## src/design/smls_pkg.sv

```systemverilog
// Package for the stepper level-move sequencer.
// Holds the phase encoding, register indexes and the level move table.
// No dependencies.
`timescale 1ns / 1ps

package smls_pkg;

  // Move phase, one-hot
  typedef enum logic [3:0] {
    PhIdle  = 4'b0001,
    PhAccel = 4'b0010,
    PhFlat  = 4'b0100,
    PhDecel = 4'b1000
  } phase_e;

  // Configuration register indexes
  localparam logic [1:0] CfgLevelSteps = 2'd0;
  localparam logic [1:0] CfgRampPulses = 2'd1;
  localparam logic [1:0] CfgPctThresh  = 2'd2;
  localparam logic [1:0] CfgIdleTmo    = 2'd3;

  // Register reset values
  localparam logic [15:0] LevelStepsRst = 16'd1107;
  localparam logic [3:0]  RampPulsesRst = 4'd4;
  localparam logic [7:0]  PctThreshRst  = 8'd12;
  localparam logic [23:0] IdleTmoRst    = 24'd60000;

  // Saturation limits
  localparam logic [9:0]  PctCountMax = 10'd1023;
  localparam logic [23:0] IdleMax     = 24'hFFFFFF;

  // One row of the level move table
  typedef struct packed {
    logic [1:0] next_level;
    logic       dir;
    logic [6:0] pct;
  } move_t;

  // Look up next level, stepper direction and opto-toggle percent
  function automatic move_t move_lookup(logic host_dir, logic [1:0] lv);
    move_t m;
    unique case ({host_dir, lv})
      3'b0_00: m = '{next_level: 2'd1, dir: 1'b0, pct: 7'd5};
      3'b0_01: m = '{next_level: 2'd2, dir: 1'b0, pct: 7'd98};
      3'b0_10: m = '{next_level: 2'd3, dir: 1'b1, pct: 7'd45};
      3'b0_11: m = '{next_level: 2'd0, dir: 1'b1, pct: 7'd66};
      3'b1_00: m = '{next_level: 2'd3, dir: 1'b0, pct: 7'd33};
      3'b1_01: m = '{next_level: 2'd0, dir: 1'b1, pct: 7'd98};
      3'b1_10: m = '{next_level: 2'd1, dir: 1'b1, pct: 7'd5};
      3'b1_11: m = '{next_level: 2'd2, dir: 1'b0, pct: 7'd85};
    endcase
    return m;
  endfunction

endpackage

```

## src/design/stepper_level_move_sequencer.sv

```systemverilog
// Stepper level-move sequencer: ramp segments, percent toggle, idle timeout.
// Depends on smls_pkg.
// The result of an accepted request is registered in the output register.
// Throughput: one request per clock; a new request is taken while the result
// is taken in the same cycle, and input stalls only while a result waits unread.
// The segment search at move start and after each pulse is a combinational priority pick over
// the 2*NUM_MODES+1 ramp and flat segments.
// Reset (async, active low) returns state and registers to defaults; output empty.
`timescale 1ns / 1ps

module stepper_level_move_sequencer #(
  parameter int NUM_MODES   = 6,
  parameter int COUNT_WIDTH = 16
) (
  input  logic        clk_i,
  input  logic        rst_ni,
  // configuration write port
  input  logic        cfg_we_i,
  input  logic [1:0]  cfg_index_i,
  input  logic [23:0] cfg_data_i,
  // request channel
  input  logic        in_valid_i,
  output logic        in_stall_o,
  input  logic        req_type_i,
  input  logic        host_dir_i,
  input  logic        fault_in_i,
  // result channel
  output logic        out_valid_o,
  input  logic        out_stall_i,
  output logic        step_pulse_o,
  output logic        step_dir_o,
  output logic [2:0]  microstep_mode_o,
  output logic        home_line_o,
  output logic        driver_enable_o,
  output logic        busy_res_o,
  output logic [1:0]  level_o,
  output logic        move_done_o,
  output logic        request_dropped_o
);

  localparam int NumSeg  = 2 * NUM_MODES + 1;
  localparam int PosW    = $clog2(NumSeg);
  localparam int SearchW = PosW + 1;
  localparam int RampMul = 2 * NUM_MODES;
  localparam logic [PosW-1:0] NmPos    = PosW'(NUM_MODES);
  localparam logic [2:0]      LastMode = 3'(NUM_MODES - 1);

  // ramp segment length for one mode
  function automatic logic [COUNT_WIDTH-1:0] ramp_cnt(logic [3:0] rp, logic [2:0] m);
    logic [31:0] w;
    w = {28'd0, rp} << m;
    return w[COUNT_WIDTH-1:0];
  endfunction

  // configuration registers
  logic [15:0] level_steps_q;
  logic [3:0]  ramp_pulses_q;
  logic [7:0]  pct_thresh_q;
  logic [23:0] idle_tmo_q;

  // sequencer state
  smls_pkg::phase_e        phase_q, phase_d;
  logic [PosW-1:0]         pos_q, pos_d;
  logic [2:0]              mode_q, mode_d;
  logic [COUNT_WIDTH-1:0]  rem_q, rem_d;
  logic                    dir_q, dir_d;
  logic [1:0]              cur_level_q, cur_level_d;
  logic [1:0]              next_level_q, next_level_d;
  logic [7:0]              pip_q, pip_d;
  logic [9:0]              pct_cnt_q, pct_cnt_d;
  logic [6:0]              target_q, target_d;
  logic                    armed_q, armed_d;
  logic                    home_q, home_d;
  logic                    last_hdir_q, last_hdir_d;
  logic                    fault_q, fault_d;
  logic [23:0]             idle_q, idle_d;
  logic                    en_q, en_d;
  logic                    pulse_d, done_d, dropped_d;

  logic accept;
  logic out_free;

  // segment search
  logic [NUM_MODES-1:0]   nz_mode;
  logic [NumSeg-1:0]      seg_ne;
  logic [15:0]            ramp_total;
  logic [15:0]            flat_diff;
  logic [31:0]            flat_ext;
  logic [COUNT_WIDTH-1:0] flat_cnt;
  logic                   flat_nz;
  logic [SearchW-1:0]     seg_start;
  logic                   seg_found;
  logic [PosW-1:0]        seg_pos;
  smls_pkg::phase_e       seg_phase;
  logic [2:0]             seg_mode;
  logic [COUNT_WIDTH-1:0] seg_len;
  smls_pkg::move_t        mv;
  logic [COUNT_WIDTH-1:0] rem_dec;
  logic [9:0]             pct_inc;
  logic [23:0]            idle_inc;

  // handshake: stall only while a result waits and is not taken
  assign out_free   = !out_valid_o || !out_stall_i;
  assign in_stall_o = !out_free;
  assign accept     = in_valid_i && out_free;

  // configuration writes
  always_ff @(posedge clk_i or negedge rst_ni) begin
    if (!rst_ni) begin
      level_steps_q <= smls_pkg::LevelStepsRst;
      ramp_pulses_q <= smls_pkg::RampPulsesRst;
      pct_thresh_q  <= smls_pkg::PctThreshRst;
      idle_tmo_q    <= smls_pkg::IdleTmoRst;
    end else if (cfg_we_i) begin
      unique case (cfg_index_i)
        smls_pkg::CfgLevelSteps: level_steps_q <= cfg_data_i[15:0];
        smls_pkg::CfgRampPulses: ramp_pulses_q <= cfg_data_i[3:0];
        smls_pkg::CfgPctThresh:  pct_thresh_q  <= cfg_data_i[7:0];
        smls_pkg::CfgIdleTmo:    idle_tmo_q    <= cfg_data_i;
      endcase
    end
  end

  // flat run length
  assign ramp_total = 16'(ramp_pulses_q * RampMul);
  assign flat_diff  = level_steps_q - ramp_total;
  assign flat_ext   = {16'd0, flat_diff};
  assign flat_cnt   = (level_steps_q > ramp_total) ? flat_ext[COUNT_WIDTH-1:0] : '0;
  assign flat_nz    = |flat_cnt;

  // mark non-empty segments in move order: accel modes high..0, flat, decel 0..high
  for (genvar m = 0; m < NUM_MODES; m++) begin : g_nz
    assign nz_mode[m] = |ramp_cnt(ramp_pulses_q, 3'(m));
  end
  for (genvar i = 0; i < NumSeg; i++) begin : g_seg
    if (i < NUM_MODES) begin : g_acc
      assign seg_ne[i] = nz_mode[NUM_MODES-1-i];
    end else if (i == NUM_MODES) begin : g_flat
      assign seg_ne[i] = flat_nz;
    end else begin : g_dec
      assign seg_ne[i] = nz_mode[i-NUM_MODES-1];
    end
  end

  // pick the first non-empty segment at or after the start position
  assign seg_start = (req_type_i) ? '0 : SearchW'(pos_q) + SearchW'(1);

  always_comb begin
    seg_found = 1'b0;
    seg_pos   = '0;
    for (int i = NumSeg - 1; i >= 0; i--) begin
      if (seg_ne[i] && (SearchW'(i) >= seg_start)) begin
        seg_found = 1'b1;
        seg_pos   = PosW'(i);
      end
    end
  end

  // decode the picked segment
  always_comb begin
    if (seg_pos < NmPos) begin
      seg_phase = smls_pkg::PhAccel;
      seg_mode  = 3'(NmPos - PosW'(1) - seg_pos);
    end else if (seg_pos == NmPos) begin
      seg_phase = smls_pkg::PhFlat;
      seg_mode  = 3'd0;
    end else begin
      seg_phase = smls_pkg::PhDecel;
      seg_mode  = 3'(seg_pos - NmPos - PosW'(1));
    end
    seg_len = (seg_phase == smls_pkg::PhFlat) ? flat_cnt : ramp_cnt(ramp_pulses_q, seg_mode);
  end

  assign mv       = smls_pkg::move_lookup(host_dir_i, cur_level_q);
  assign rem_dec  = (rem_q != '0) ? rem_q - COUNT_WIDTH'(1) : '0;
  assign pct_inc  = (pct_cnt_q < smls_pkg::PctCountMax) ? pct_cnt_q + 10'd1 : pct_cnt_q;
  assign idle_inc = (idle_q != smls_pkg::IdleMax) ? idle_q + 24'd1 : idle_q;

  // next state for one accepted request
  always_comb begin
    phase_d      = phase_q;
    pos_d        = pos_q;
    mode_d       = mode_q;
    rem_d        = rem_q;
    dir_d        = dir_q;
    cur_level_d  = cur_level_q;
    next_level_d = next_level_q;
    pip_d        = pip_q;
    pct_cnt_d    = pct_cnt_q;
    target_d     = target_q;
    armed_d      = armed_q;
    home_d       = home_q;
    last_hdir_d  = last_hdir_q;
    fault_d      = fault_q | fault_in_i;
    idle_d       = idle_q;
    en_d         = en_q;
    pulse_d      = 1'b0;
    done_d       = 1'b0;
    dropped_d    = 1'b0;

    if (req_type_i) begin
      if (phase_q != smls_pkg::PhIdle) begin
        // drop a move request while busy
        dropped_d = 1'b1;
      end else begin
        // start a move
        if (host_dir_i != last_hdir_q) begin
          home_d      = ~home_q;
          last_hdir_d = host_dir_i;
        end
        next_level_d = mv.next_level;
        dir_d        = mv.dir;
        target_d     = mv.pct;
        armed_d      = 1'b1;
        pct_cnt_d    = '0;
        en_d         = 1'b1;
        idle_d       = '0;
        if (seg_found) begin
          phase_d = seg_phase;
          pos_d   = seg_pos;
          mode_d  = seg_mode;
          rem_d   = seg_len;
        end else begin
          // every segment empty: finish at once
          home_d      = ~home_d;
          cur_level_d = mv.next_level;
          phase_d     = smls_pkg::PhIdle;
          rem_d       = '0;
          mode_d      = LastMode;
          done_d      = 1'b1;
        end
      end
    end else if (phase_q != smls_pkg::PhIdle) begin
      // issue one step pulse
      pulse_d = 1'b1;
      if (pip_q >= pct_thresh_q) begin
        pip_d     = '0;
        pct_cnt_d = pct_inc;
        if (armed_q && (pct_inc >= {3'd0, target_q})) begin
          armed_d = 1'b0;
          home_d  = ~home_d;
        end
      end else begin
        pip_d = pip_q + 8'd1;
      end
      if (rem_dec != '0) begin
        rem_d = rem_dec;
      end else if (seg_found) begin
        phase_d = seg_phase;
        pos_d   = seg_pos;
        mode_d  = seg_mode;
        rem_d   = seg_len;
      end else begin
        // last pulse of the move
        home_d      = ~home_d;
        cur_level_d = next_level_q;
        phase_d     = smls_pkg::PhIdle;
        rem_d       = '0;
        mode_d      = LastMode;
        done_d      = 1'b1;
      end
    end else begin
      // idle tick: count and drop enable on fault or timeout
      if (fault_d || (idle_inc > idle_tmo_q)) begin
        en_d   = 1'b0;
        idle_d = '0;
      end else begin
        idle_d = idle_inc;
      end
    end
  end

  // state registers
  always_ff @(posedge clk_i or negedge rst_ni) begin
    if (!rst_ni) begin
      phase_q      <= smls_pkg::PhIdle;
      pos_q        <= '0;
      mode_q       <= '0;
      rem_q        <= '0;
      dir_q        <= 1'b0;
      cur_level_q  <= '0;
      next_level_q <= '0;
      pip_q        <= '0;
      pct_cnt_q    <= '0;
      target_q     <= '0;
      armed_q      <= 1'b0;
      home_q       <= 1'b0;
      last_hdir_q  <= 1'b1;
      fault_q      <= 1'b0;
      idle_q       <= '0;
      en_q         <= 1'b1;
    end else if (accept) begin
      phase_q      <= phase_d;
      pos_q        <= pos_d;
      mode_q       <= mode_d;
      rem_q        <= rem_d;
      dir_q        <= dir_d;
      cur_level_q  <= cur_level_d;
      next_level_q <= next_level_d;
      pip_q        <= pip_d;
      pct_cnt_q    <= pct_cnt_d;
      target_q     <= target_d;
      armed_q      <= armed_d;
      home_q       <= home_d;
      last_hdir_q  <= last_hdir_d;
      fault_q      <= fault_d;
      idle_q       <= idle_d;
      en_q         <= en_d;
    end
  end

  // result valid
  always_ff @(posedge clk_i or negedge rst_ni) begin
    if (!rst_ni) begin
      out_valid_o <= 1'b0;
    end else if (out_free) begin
      out_valid_o <= in_valid_i;
    end
  end

  // result payload
  always_ff @(posedge clk_i) begin
    if (accept) begin
      step_pulse_o      <= pulse_d;
      step_dir_o        <= dir_d;
      microstep_mode_o  <= mode_d;
      home_line_o       <= home_d;
      driver_enable_o   <= en_d;
      busy_res_o        <= (phase_d != smls_pkg::PhIdle);
      level_o           <= cur_level_d;
      move_done_o       <= done_d;
      request_dropped_o <= dropped_d;
    end
  end

endmodule

```

## config.mk

```make
export PLATFORM = sky130hd
export DESIGN_NAME = stepper_level_move_sequencer
export DESIGN_NICKNAME = d
export VERILOG_FILES = /design/src/design/smls_pkg.sv /design/src/design/stepper_level_move_sequencer.sv
export SDC_FILE = /design/constraint.sdc
export NUM_CORES = 1
export LEC_CHECK = 0
export BUFFER_PORTS_ARGS = -buffer_cell sky130_fd_sc_hd__clkbuf_2
export CAP_MARGIN = 10
export CELL_PAD_IN_SITES_DETAIL_PLACEMENT = 1
export CELL_PAD_IN_SITES_GLOBAL_PLACEMENT = 2
export CORE_ASPECT_RATIO = 1.25
export CORE_UTILIZATION = 30
export CTS_BUF_LIST = sky130_fd_sc_hd__clkbuf_16
export DETAILED_ROUTE_END_ITERATION = 16
export MAX_ROUTING_LAYER = met4
export PLACE_DENSITY_LB_ADDON = 0.2
export SLEW_MARGIN = 20
export SYNTH_ARGS = -nofsm -noshare
export SYNTH_HDL_FRONTEND = slang
export SYNTH_SLANG_ARGS = --single-unit
```

## constraint.sdc

```tcl
create_clock -name clk_i -period 7.5 [get_ports clk_i]
set_input_delay 1.875 -clock clk_i [delete_from_list [all_inputs] [get_ports clk_i]]
set_output_delay 1.875 -clock clk_i [all_outputs]
set_load 0.02 [all_outputs]
```

# Word level (Yosys, flattened, before mapping)
# Memory sizes are Yosys's and may differ from the RTL's.
# Index checks and enable logic that the tools add are counted.
# op_classes
n_reduce_logical,40
bitwise,6
multipliers,1
n_mux,101
n_shift,1
addsub,9
order_cmp,19
n_eq_ne,11
# op_table
operator,count
$mux W16,8
$mux W24,5
$mux W4,25
$mux W10,5
$mux W1,43
$reduce_bool A16 Y1,2
$ge A4 B5 Y1 const A,5
$add A24 B1 Y24 const B,1
$gt A24 B24 Y1,1
$ne A24 B24 Y1 const B,1
$mux W3,7
$ge A3 B5 Y1 const A,4
$gt A16 B8 Y1,1
$reduce_or A16 Y1,1
$shl A4 B3 Y16,1
$sub A16 B1 Y16 const B,1
$sub A16 B8 Y16,1
$logic_and A1 B1 Y1,15
$mux W2,6
$reduce_and A4 Y1,3
$add A10 B1 Y10 const B,1
$ge A1 B5 Y1 const A,2
$ge A10 B7 Y1,1
$ge A2 B5 Y1 const A,2
27 further kinds,46
# word_totals
register_bits,151
wordCells,219
in_bits,34
out_inout_bits,14
romBits,80
memories,1
# memory_table
name,depth,word_bits,rd,rd_clocked_by_memory_dff,wr,line,text
(no name shown),8,10,1,0,0,smls_pkg.sv:42,"unique case ({host_dir, lv})"

# Depth between registers and ports, before layout
# Gate-level depths: netlist of the first run.
# depth
depth_word,27
ltp_mapped,21
depth_no_buf,19

# Least setup slack after synthesis of the first run
# No wires, ideal clock.
# synth_path
path_kind,reg2reg
start,register ramp_pulses_q[1]
end,register rem_q[4]
setup_slack_ns,2.629
required_ns,7.358
synth_period_minus_slack_ns,4.871
stages_incl_launch_ff,20
setup_ns,0.142
t_arrival_ns,4.729
path_cell_list,dfrtp_1 -> ha_1 -> fa_1 -> inv_1 -> ha_1 -> clkbuf_1 -> a211oi_1 -> o21ai_0 -> and2_1 -> a41oi_1 -> nor3b_1 -> a21oi_1 -> inv_1 -> ha_1 -> a22oi_1 -> and2b_1 -> o32ai_2 -> a21oi_1 -> o311ai_0 -> o211ai_1
# synth_between
elab_cells_between_ends,62
# synth_lines
element,line,text
"start, declared",stepper_level_move_sequencer.sv:57,logic [3:0] ramp_pulses_q;
"start signal, assigned",stepper_level_move_sequencer.sv:111,ramp_pulses_q <= smls_pkg::RampPulsesRst;
"start signal, assigned",stepper_level_move_sequencer.sv:117,smls_pkg::CfgRampPulses: ramp_pulses_q <= cfg_data_i[3:0];
"parallel branches: the longest is 13 deep, another holds $sub A16 B8 Y16",--,
$mux W4 *,stepper_level_move_sequencer.sv:152,if (seg_ne[i] && (SearchW'(i) >= seg_start)) begin
named net seg_pos[0],stepper_level_move_sequencer.sv:93,logic [PosW-1:0] seg_pos;
$sub A3 B3 Y3,stepper_level_move_sequencer.sv:169,seg_mode = 3'(seg_pos - NmPos - PosW'(1));
$sub A3 B1 Y3,stepper_level_move_sequencer.sv:169,
$mux W3,stepper_level_move_sequencer.sv:164,end else if (seg_pos == NmPos) begin
$mux W3,stepper_level_move_sequencer.sv:161,if (seg_pos < NmPos) begin
$shl A4 B3 Y16,stepper_level_move_sequencer.sv:51,"w = {28'd0, rp} << m;"
$mux W16 *,stepper_level_move_sequencer.sv:171,"seg_len = (seg_phase == smls_pkg::PhFlat) ? flat_cnt : ramp_cnt(ramp_pulses_q, seg_mode);"
$mux W16 *,"stepper_level_move_sequencer.sv:218, stepper_level_move_sequencer.sv:248",
$mux W16,stepper_level_move_sequencer.sv:246,if (rem_dec != '0) begin
$mux W16,stepper_level_move_sequencer.sv:233,end else if (phase_q != smls_pkg::PhIdle) begin
$mux W16 *,stepper_level_move_sequencer.sv:201,if (req_type_i) begin
"end signal, assigned",stepper_level_move_sequencer.sv:296,rem_q <= rem_d;
"end, declared",stepper_level_move_sequencer.sv:65,"logic [COUNT_WIDTH-1:0] rem_q, rem_d;"
# Mark *: on every way through the listed nets, which the timed path passes. The select of a mux whose other input is x is not followed.
# A chain may end at the register's enable or synchronous reset.

# Worst setup path after layout of the first run
# Same ends and word-level chain as after synthesis.

==> impl_results.md, run 1 <==
- Share of layout cells above drive strength 1: 16.8%
- Post-CTS sizing: 0
- Maxcap violations: 0
- Ys async rst share: 92.1%
- Post-Synthesis Net Count: 1,190
- GPL Wtd Cong: roughly 0.86
- Critical-path cell list: ha_1, fa_1, inv_1, ha_1, a211oi_1, o21ai_0, and2_1, a41oi_1, nor3b_1, a21oi_1, inv_1, ha_1, a22oi_1, and2b_1, o32ai_2, a21oi_1, o311ai_0, o211ai_1
- PortBufs: 47
- TritonCTS clock tree: built
- CTS root buf: clkbuf_16
- Via density: approximately 5.2
- GR Overflow Total: 0
- Power Density: 266 nW/um2
- Antenna violations before repair: 0
- Area of the core: 32,900 um2
- Cts hold-fix bufs: 0
- WL/cell: 18.4 um
- Horiz. Die Dim: 166 um
- Slew Limit Headroom: 33.8%
- Synth top area share: 30.1%
- Reg area: 3860 um2
- Failing checks: design-rule violations
- FP Rows: 74
- Clk_skew: around 19 ps
- IO Pins: 48
- Total GRT Usage: between 10% and 20%
- Die footprint: 34,200 um2
- Final wirelength: ~29,000 um
- Largest net degree at the start of global routing: 80
- Peak supply drop: around 0.00012 V
- Yosys Warn Count: 0
- Setup ws final: 1710 ps
- Hold path cells: 1
- Mapped cell area: 10,000 um2
- CP max stage cell: o32ai_2
- R2R Setup Slk: 1710 ps
- Status: complete, but fails checks
- Worst Hold Class: reg -> reg
- Die Ht: 207 um
- Pre-CTS setup slack: 1460 ps
- Post-synth EDFFs: 12
- Fin crit period: 5790 ps
- Clk sink count: 151
- Final setup viols: 0
- CP Class: reg -> reg
- Total number of vias: 8,065
- Initial Util: 30.6%
- Top-count cell post-synth: dfrtp_1
- Worst Reg-to-Reg Cells: 18
- Sequential-to-total area share from yosys stat: 38.4%
- Total negative slack: 0 ps
- #FFs+latches synth: 151
- Dominant cell type by area after synthesis: dfrtp_1
- WHS: 456 ps
- Post-Synthesis Cells: 1,089
- H-tree depth: 4
- WP data arrival: 6090 ps
- Routed Antenna Nets: 0
- Worst-Margin Slew: around 990 ps
- Antenna diode count: 0
- Final period util: 77.2%
- Residual DRC: 2
- Synth-to-layout area growth: 12.6%
- DR pass1 iterations: 10
- Global-route wire length before repair: 47,800 um
- Netlist cell types: 79
- CP Capture Type: flop
- Slowest Stage Delay on Critical Path: 530 ps
- Vias in the first global route: 8,675
- RSZ-0062 raised after global routing: no
- Synth area leaders: dfrtp_1 (30%), ha_1 (8.1%), mux2_2 (7.4%)
- Final hold viol count: 0
- HPWL after DPL: around 22,000 um
- Crit path max fanout: 9
- CP Data Required Time: 7790 ps
- Syn avg cell area: 9.23 um2
- Final Max Slew Viols: 0
- Multi-input logic area: 5800 um2
- Clock transition at path regs: 60 ps
- Leak: ~4.9 nW
- Post-synth top cells: dfrtp_1 (121), nand2_1 (118), o21ai_0 (84)
- Worst setup SP type: flop
- Most used cell, CP: ha_1
- Worst-Skew Late Latency: 450 ps
- Clk buf depth: 2
- CTS buffer count: 17
- Filler instances: 3,823
- Most used DFF post-synth: dfrtp_1
- FMAX: 0.173 GHz
- NumNets Final: 1,228
- Postcts setup bufs: 0
- Starting DRT DRC Count: 286
[cell usage in the layout (no fill, tap or decap), types with 15 or more instances in the layout]
cell type    n
o21ai_0     84
a21o_1      23
mux2_2      66
o21a_1      15
clkbuf_2    46
nand2_1    118
ha_1        65
nor2_1      72
dfstp_2     18
nand3_1     29
dfrtp_1    121
nor3_1      20
and3_1      17
xor2_1      18
xnor2_1     32
nand4_1     16
inv_1       69
a21oi_1     47
clkbuf_16   19
[cell type report]
| class | count | share of cell area, % |
|---|---|---|
| multi-input combinational | 832 | 51.2 |
| sequential | 151 | 34.1 |
| tap | 418 | 4.62 |
| clock buffer | 19 | 4.20 |
| timing repair buffer | 59 | 2.93 |
| inverter | 66 | 2.19 |
| clock inverter | 13 | 0.730 |
[through the flow]
step | area [um2] | std cells | total power, W | util, %
after CTS | 11300 | 1558 | 0.00307 | 34.4
after global placement | 10800 | 1526 | 0.00221 | 32.7
after floorplan | 10000 | 1089 | 0.00190 | -
final | 11300 | 1558 | 0.00301 | 34.4
after global routing | 11300 | 1558 | 0.00325 | 34.4
after detailed placement | 10800 | 1526 | 0.00223 | 32.7
[cells by family after synthesis]
| family | after synthesis | synth area share [%] |
|---|---|---|
| multiplexers | 73 | 8.09 |
| XOR/XNOR | 50 | 4.36 |
| adder cells (fa/ha/maj) | 67 | 8.49 |
| AND/OR/NAND/NOR | 371 | 18.9 |
| flip-flops | 151 | 38.4 |
| AO/OA/AOI/OAI | 271 | 17.7 |
| buffers and inverters | 106 | 4.01 |
[worst max-delay path: cells and delay by family, from the launching register on]
| family | cells | cell delay (ps) |
|---|---|---|
| AOI/OAI and AO/OA | 9 | 2900 |
| DFF | 1 | 470 |
| adders and majority gates | 4 | 1470 |
| and+or+nand+nor | 3 | 610 |
| buffers and inverters | 2 | 190 |
[where the power goes]
part / internal (W) / total (W) / switching [W]
sequential: 0.000975 / 0.00114 / 0.000166
clock: 0.000458 / 0.000820 / 0.000362
combinational: 0.000441 / 0.00105 / 0.000612
[state kept, by name (all words and copies together) (netlist names), 2 cells and up]
signal            flops
cur_level_q           2
idle_q               24
idle_tmo_q           24
level_o               2
level_steps_q        16
microstep_mode_o      3
mode_q                3
next_level_q          2
pct_cnt_q            10
pct_thresh_q          8
phase_q               4
pip_q                 8
pos_q                 4
ramp_pulses_q         4
rem_q                16
target_q              7
[layer usage]
layer | GRT usage, % | share of wire, %
met1 | 21.2 | 45
met2 | 32.5 | 51
met3 | 2.71 | 1.6
met4 | 6.84 | 2.2
met5 | - | 0
[final timing paths]
kind | end | startpoint
max reg2reg | rem_q[4]$_DFFE_PN0P_ | ramp_pulses_q[1]$_DFFE_PN0P_
min in group asynchronous | idle_q[19]$_DFFE_PN0P_ | rst_ni
max | rem_q[4]$_DFFE_PN0P_ | ramp_pulses_q[1]$_DFFE_PN0P_
min | fault_q$_DFFE_PN0P_ | fault_q$_DFFE_PN0P_
max in group asynchronous | rem_q[1]$_DFFE_PN0P_ | rst_ni
min reg2reg | fault_q$_DFFE_PN0P_ | fault_q$_DFFE_PN0P_
Power figures use the tool's default switching activity.
==> inputs of run 2 (changes only) <==
Clock period 7.5 ns to 4.75 ns, I/O delays scaled along.
==> run 2 against run 1 <==
The flow finishes with violations (negative setup slack). Design area grew 12%. Combinational power increased by 120%. Worst hold slack improved by 0.60 ps. Clock skew shrank 11 ps. Cell count grew 8.0%. Critical path depth up 4. Clock-buffer cell count fell by 2. Core utilization is 4.0 points higher. Die area unchanged. Wire length rose by 7.8%. Register-to-register slack got worse by 1800 ps. Clock power increased by 59%.
==> impl_results.md, run 2 (same netlist as run 1, synthesis figures left out) <==
- Pre-CTS setup slack: -171 ps
- Leak: 5.59 nW
- Worst Hold Class: reg -> reg
- RSZ-0062 raised after global routing: yes
- Worst-Skew Late Latency: roughly 440 ps
- Largest net degree at the start of global routing: 76
- Psw: 0.00205 W
- Largest registers: idle_q: 24 flops, idle_tmo_q: 24 flops
- CTS buffer count: 17
- Crit. Startpoint: ramp_pulses_q[1]$_DFFE_PN0P_
- Horiz. Die Dim: between 150 and 200 um
- H-tree depth: 4
- Cts hold-fix bufs: 0
- IO Pins: 48
- Residual DRC: 0
- Die Ht: approximately 210 um
- Failing checks: negative setup slack
- Clock power share: about a quarter
- Setup ws final: -81.1 ps
- Area of the core: 32,900 um2
- Final setup viols: 9
- Power Density: 430 nW/um2
- Total number of vias: 8,734
- WL/cell: 18.3 um
- Vias in the first global route: 9,360
- Total GRT Usage: around 19%
- R2R Setup Slk: -80 ps
- WP data arrival: ~5200 ps
- Peak supply drop: roughly 0.00019 V
- Starting DRT DRC Count: around 290
- Worst-Margin Slew: 833 ps
- Antenna diode count: 0
- Crit path max fanout: 5
- Clock transition at path regs: 60 ps
- Synth-to-layout area growth: 25.8%
- Clk sink count: 151
- Share of layout cells above drive strength 1: approximately 30%
- NumNets Final: 1,352
- Worst r2r src: ramp_pulses_q[1]$_DFFE_PN0P_
- HPWL after DPL: 23,300 um
- Die footprint: 34,200 um2
- WHS: 457 ps
- Initial Util: 30.6%
- Via density: 5.19
- DR pass1 iterations: 4
- FMAX: 0.207 GHz
- Reg power frac: 33.1%
- Final hold viol count: 0
- Worst Reg-to-Reg Cells: 22
- Global-route wire length before repair: 50,500 um
- Fin util: between 30 and 40%
- Status: complete, but fails checks
- TritonCTS clock tree: built
- Logic pwr share: a little over two fifths
- Antenna violations before repair: 0
- Final wirelength: around 31,000 um
- Critical Path End: rem_q[6]$_DFFE_PN0P_
- Clk_skew: 8.15 ps
- Most common cell after layout, fill and taps aside: buf_4
- Maxcap violations: 0
- Clk buf depth: 2
- GPL Wtd Cong: between 0.9 and 1
- Worst R2R End: rem_q[6]$_DFFE_PN0P_
- Fin crit period: 4830 ps
- Worst setup SP type: flop
- FP Rows: 74
- Slew Limit Headroom: 44.5%
- Final Max Slew Viols: 0
- Routed Antenna Nets: 0
- CP Class: reg -> reg
- Cell Int Power: between 0.003 and 0.004 W
- CP Data Required Time: 5120 ps
- Most frequent cells in the layout: buf_4 (129), dfrtp_1 (120), nand2_1 (117)
- CP Capture Type: flop
- GR Overflow Total: 0
- Final period util: 102%
- Switching Fraction: roughly 38%
- PortBufs: 47
- CTS root buf: clkbuf_16
[run 2: layout make-up]
type                       instances  area, um2
sequential                       151       3860
tap                              418        523
fill                            3735      20200
multi-input combinational        832       6170
timing repair buffer             183       1300
inverter                          66        248
clock inverter                    15        115
clock buffer                      17        425
[run 2: through the flow]
step | instance area, um2 | setup TNS [ps] | instances | power (W)
finish | 12600 | -252 | 1682 | 0.00543
global route | 12600 | -4340 | 1682 | 0.00581
CTS | 12300 | -386 | 1672 | 0.00531
detailed placement | 11500 | -1540 | 1625 | 0.00382
global placement | 11500 | 0 | 1625 | 0.00378
floorplan | 10100 | 0 | 1089 | 0.00303
[run 2: how the worst min path moves through the flow]
stage / start / end / slack (ps) / depth (start not counted)
6_report: fault_q$_DFFE_PN0P_ / fault_q$_DFFE_PN0P_ / 460 / 1
4_1_cts: fault_q$_DFFE_PN0P_ / fault_q$_DFFE_PN0P_ / 460 / 1
3_5_place_dp: fault_q$_DFFE_PN0P_ / fault_q$_DFFE_PN0P_ / 450 / 1
2_1_floorplan: fault_q$_DFFE_PN0P_ / fault_q$_DFFE_PN0P_ / 430 / 1
5_1_grt: fault_q$_DFFE_PN0P_ / fault_q$_DFFE_PN0P_ / 500 / 1
3_3_place_gp: fault_q$_DFFE_PN0P_ / fault_q$_DFFE_PN0P_ / 440 / 1
[run 2: worst max-delay path: stages, from the launching register on]
cell and delay, ps:
dfrtp_2 420, buf_4 130, buf_4 110, inv_1 70, ha_1 270, inv_1 60
fa_1 440, a211oi_2 330, o21ai_1 130, buf_4 150, a211oi_1 210, a41oi_1 70
buf_4 180, nor4_4 380, o21ai_2 170, ha_2 200, o31ai_2 90, a21oi_2 90
nor2b_2 220, o32ai_4 150, o311a_1 320, or4_1 420, o21ai_1 130
[run 2: power groups by stage]
stage                     clock, W  combinational, W  sequential (W)
after floorplan                  0           0.00130         0.00172
after global placement           0           0.00197         0.00181
after detailed placement         0           0.00200         0.00182
after CTS                  0.00134           0.00218         0.00180
after global routing       0.00138           0.00259         0.00183
final                      0.00130           0.00234         0.00180
[run 2: repair_timing]
item                       in CTS  in global routing
setup endpoints to repair      27                 51
gates cloned                    0                  1
pin swaps                      26                 26
setup buffers                  18                  9
gates resized for setup        30                 56
[run 2: routing by layer]
layer / share of wire [%] / routed length [um] / global-route usage, % / vias up
li1: - / - / - / 4249
met1: 44 / 13400 / 22.3 / 4362
met2: 52 / 16100 / 34.9 / 89
met3: 2.1 / 660 / 2.92 / 34
met4: 2.3 / 707 / 6.31 / 0
met5: 0 / 0 / - / -
==> inputs of run 3 (changes only) <==
Settings changed: BUFFER_PORTS_ARGS -buffer_cell sky130_fd_sc_hd__clkbuf_2 to not set, CAP_MARGIN 10 to not set, DONT_BUFFER_PORTS set to 1.
==> run 3 against run 2 <==
Sequential share of layout area rose by 0.56 points. Fmax up 0.75%. Total power fell by 2.0%. Non-clock buffer count shrank 47. Clock power about the same. Clock-buffer cell count is the same. First-iteration DRC count up 12%. The run still ends with negative setup slack left. Clock skew grew 12 ps. Sequential cell count did not move. Largest power group unchanged. Design area is 1.8% lower.
==> impl_results.md, run 3 (same netlist as run 1, synthesis figures left out) <==
- Antenna violations before repair: 0
- Horiz. Die Dim: 166 um
- CTS buffer count: 17
- Initial Util: a little under a third
- CP Data Required Time: between 4000 and 5000 ps
- TritonCTS clock tree: built
- R2R Setup Slk: -40 ps
- Final period util: 101%
- Area of the core: 32,900 um2
- Cts hold-fix bufs: 0
- Largest net degree at the start of global routing: 140
- Worst-Skew Late Latency: 460 ps
- Most frequent cells in the layout: buf_4 (129), dfrtp_1 (121), nand2_1 (116)
- Die Ht: 207 um
- HPWL after DPL: approximately 23,000 um
- H-tree depth: 4
- Worst Hold Class: in -> async
- Largest registers: idle_q: 24 flops, idle_tmo_q: 24 flops
- WL/cell: 18.6 um
- Slew Limit Headroom: 41.6%
- Die footprint: 34,200 um2
- Clock transition at path regs: 60 ps
- PortBufs: 0
- Starting DRT DRC Count: 322
- Clock power share: 24.3%
- Final wirelength: 30,500 um
- Global-route wire length before repair: between 40,000 and 50,000 um
- Worst R2R End: busy_res_o$_DFFE_PP_
- GR Overflow Total: 0
- Worst-Margin Slew: 876 ps
- Final hold viol count: 0
- Power Density: 429 nW/um2
- Logic pwr share: a little over two fifths
- Via density: 5.21
- Fin util: 37.7%
- Total negative slack: -47.0 ps
- Peak supply drop: 0.000253 V
- CP Class: reg -> reg
- Status: complete, but fails checks
- Pre-CTS setup slack: -205 ps
- NumNets Final: 1,305
- WP data arrival: 4970 ps
- Clk sink count: between 150 and 200
- DP Cell Count: 1,581
- CTS root buf: clkbuf_16
- Crit. Startpoint: ramp_pulses_q[2]$_DFFE_PN1P_
- Total GRT Usage: between 10% and 20%
- CP Capture Type: flop
- Residual DRC: 0
- Worst r2r src: ramp_pulses_q[2]$_DFFE_PN1P_
- Most common cell after layout, fill and taps aside: buf_4
- GPL Wtd Cong: 0.878
- Critical Path End: busy_res_o$_DFFE_PP_
- RSZ-0062 raised after global routing: yes
- Worst Reg-to-Reg Cells: 22
- Failing checks: negative setup slack
- Leak: 5.40 nW
- Clk_skew: 20.5 ps
- IO Pins: 48
- Clk buf depth: 2
- DR pass1 iterations: 4
- Synth-to-layout area growth: 23.5%
- Maxcap violations: 0
- Final non-filler cell total: 1,636
- FMAX: 0.209 GHz
- Final Max Slew Viols: 0
- Reg power frac: between 30% and 40%
- Fin crit period: around 4800 ps
- Vias in the first global route: 9,165
- Crit path max fanout: 5
- FP Rows: 74
- Psw: 0.00198 W
- Setup ws final: -44.9 ps
- Share of layout cells above drive strength 1: 27.3%
- Final setup viols: 2
- Cell Int Power: ~0.0033 W
- WHS: 424 ps
- Total number of vias: about 8,500
- Routed Antenna Nets: 0
- Worst setup SP type: flop
- Switching Fraction: between 30% and 40%
## run 3: cell types whose count changed in the layout (fill, tap and decap cells not counted), sizes merged
| cell | change |
|---|---|
| diode | +1 |
| clkinv | -1 |
| inv | +1 |
| buf | -1 |
| clkbuf | -46 |
## run 3: timing repair
item,CTS,global route
pin swaps,24,16
buffers inserted,14,10
gates resized for setup,38,57
setup endpoints to repair,28,49
## run 3: critical path, cell delays in order, from the launching register on
cell and delay (ps):
dfstp_2 400, buf_4 130, buf_4 150, fa_2 370, xnor2_1 200, ha_1 290, o21ai_1 130, or2_2 310
buf_4 150, a211oi_2 280, nand4_4 150, nor4_4 230, buf_4 190, o21ai_2 70, ha_2 220, o31ai_2 90
buf_4 190, nor4_4 50, buf_4 140, buf_4 130, a21o_1 180, a221oi_2 280, nand4_1 160
## run 3: worst min path at each step
stage,slack [ps],endpoint,cells past startpoint,from
floorplan,430,fault_q$_DFFE_PN0P_,1,fault_q$_DFFE_PN0P_
global route,400,pct_cnt_q[6]$_DFFE_PN0P_,0,rst_ni
finish,420,pct_cnt_q[4]$_DFFE_PN0P_,0,rst_ni
global placement,440,fault_q$_DFFE_PN0P_,1,fault_q$_DFFE_PN0P_
CTS,400,pct_cnt_q[0]$_DFFE_PN0P_,0,rst_ni
detailed placement,450,fault_q$_DFFE_PN0P_,1,fault_q$_DFFE_PN0P_
## run 3: layout make-up
class / count / area [um2]
Antenna cell: 1 / 2.50
Tap cell: 418 / 523
Multi-Input combinational cell: 832 / 6170
Clock inverter: 15 / 114
Timing Repair Buffer: 136 / 1060
Inverter: 66 / 248
Fill cell: 3729 / 20500
Sequential cell: 151 / 3860
Clock buffer: 17 / 425
## run 3: power groups by stage
stage                     sequential [W]  clock [W]  combinational, W
after floorplan                  0.00172          0           0.00130
after global placement           0.00183          0           0.00192
after detailed placement         0.00184          0           0.00194
after CTS                        0.00181    0.00134           0.00211
after global routing             0.00185    0.00137           0.00245
final                            0.00182    0.00129           0.00221
## run 3: stage by stage
step / area (um2) / total power (W)
2_1_floorplan: 10100 / 0.00303
3_3_place_gp: 11300 / 0.00375
3_5_place_dp: 11300 / 0.00378
4_1_cts: 12100 / 0.00527
5_1_grt: 12400 / 0.00567
6_report: 12400 / 0.00532
## run 3: per-layer routing
metal / wire, um / global-route usage (%) / vias to the layer above
met5: 0 / - / -
met4: 609 / 6.58 / 0
met3: 688 / 3.09 / 32
met2: 16000 / 35.1 / 64
met1: 13200 / 21.2 / 4262
li1: - / - / 4172
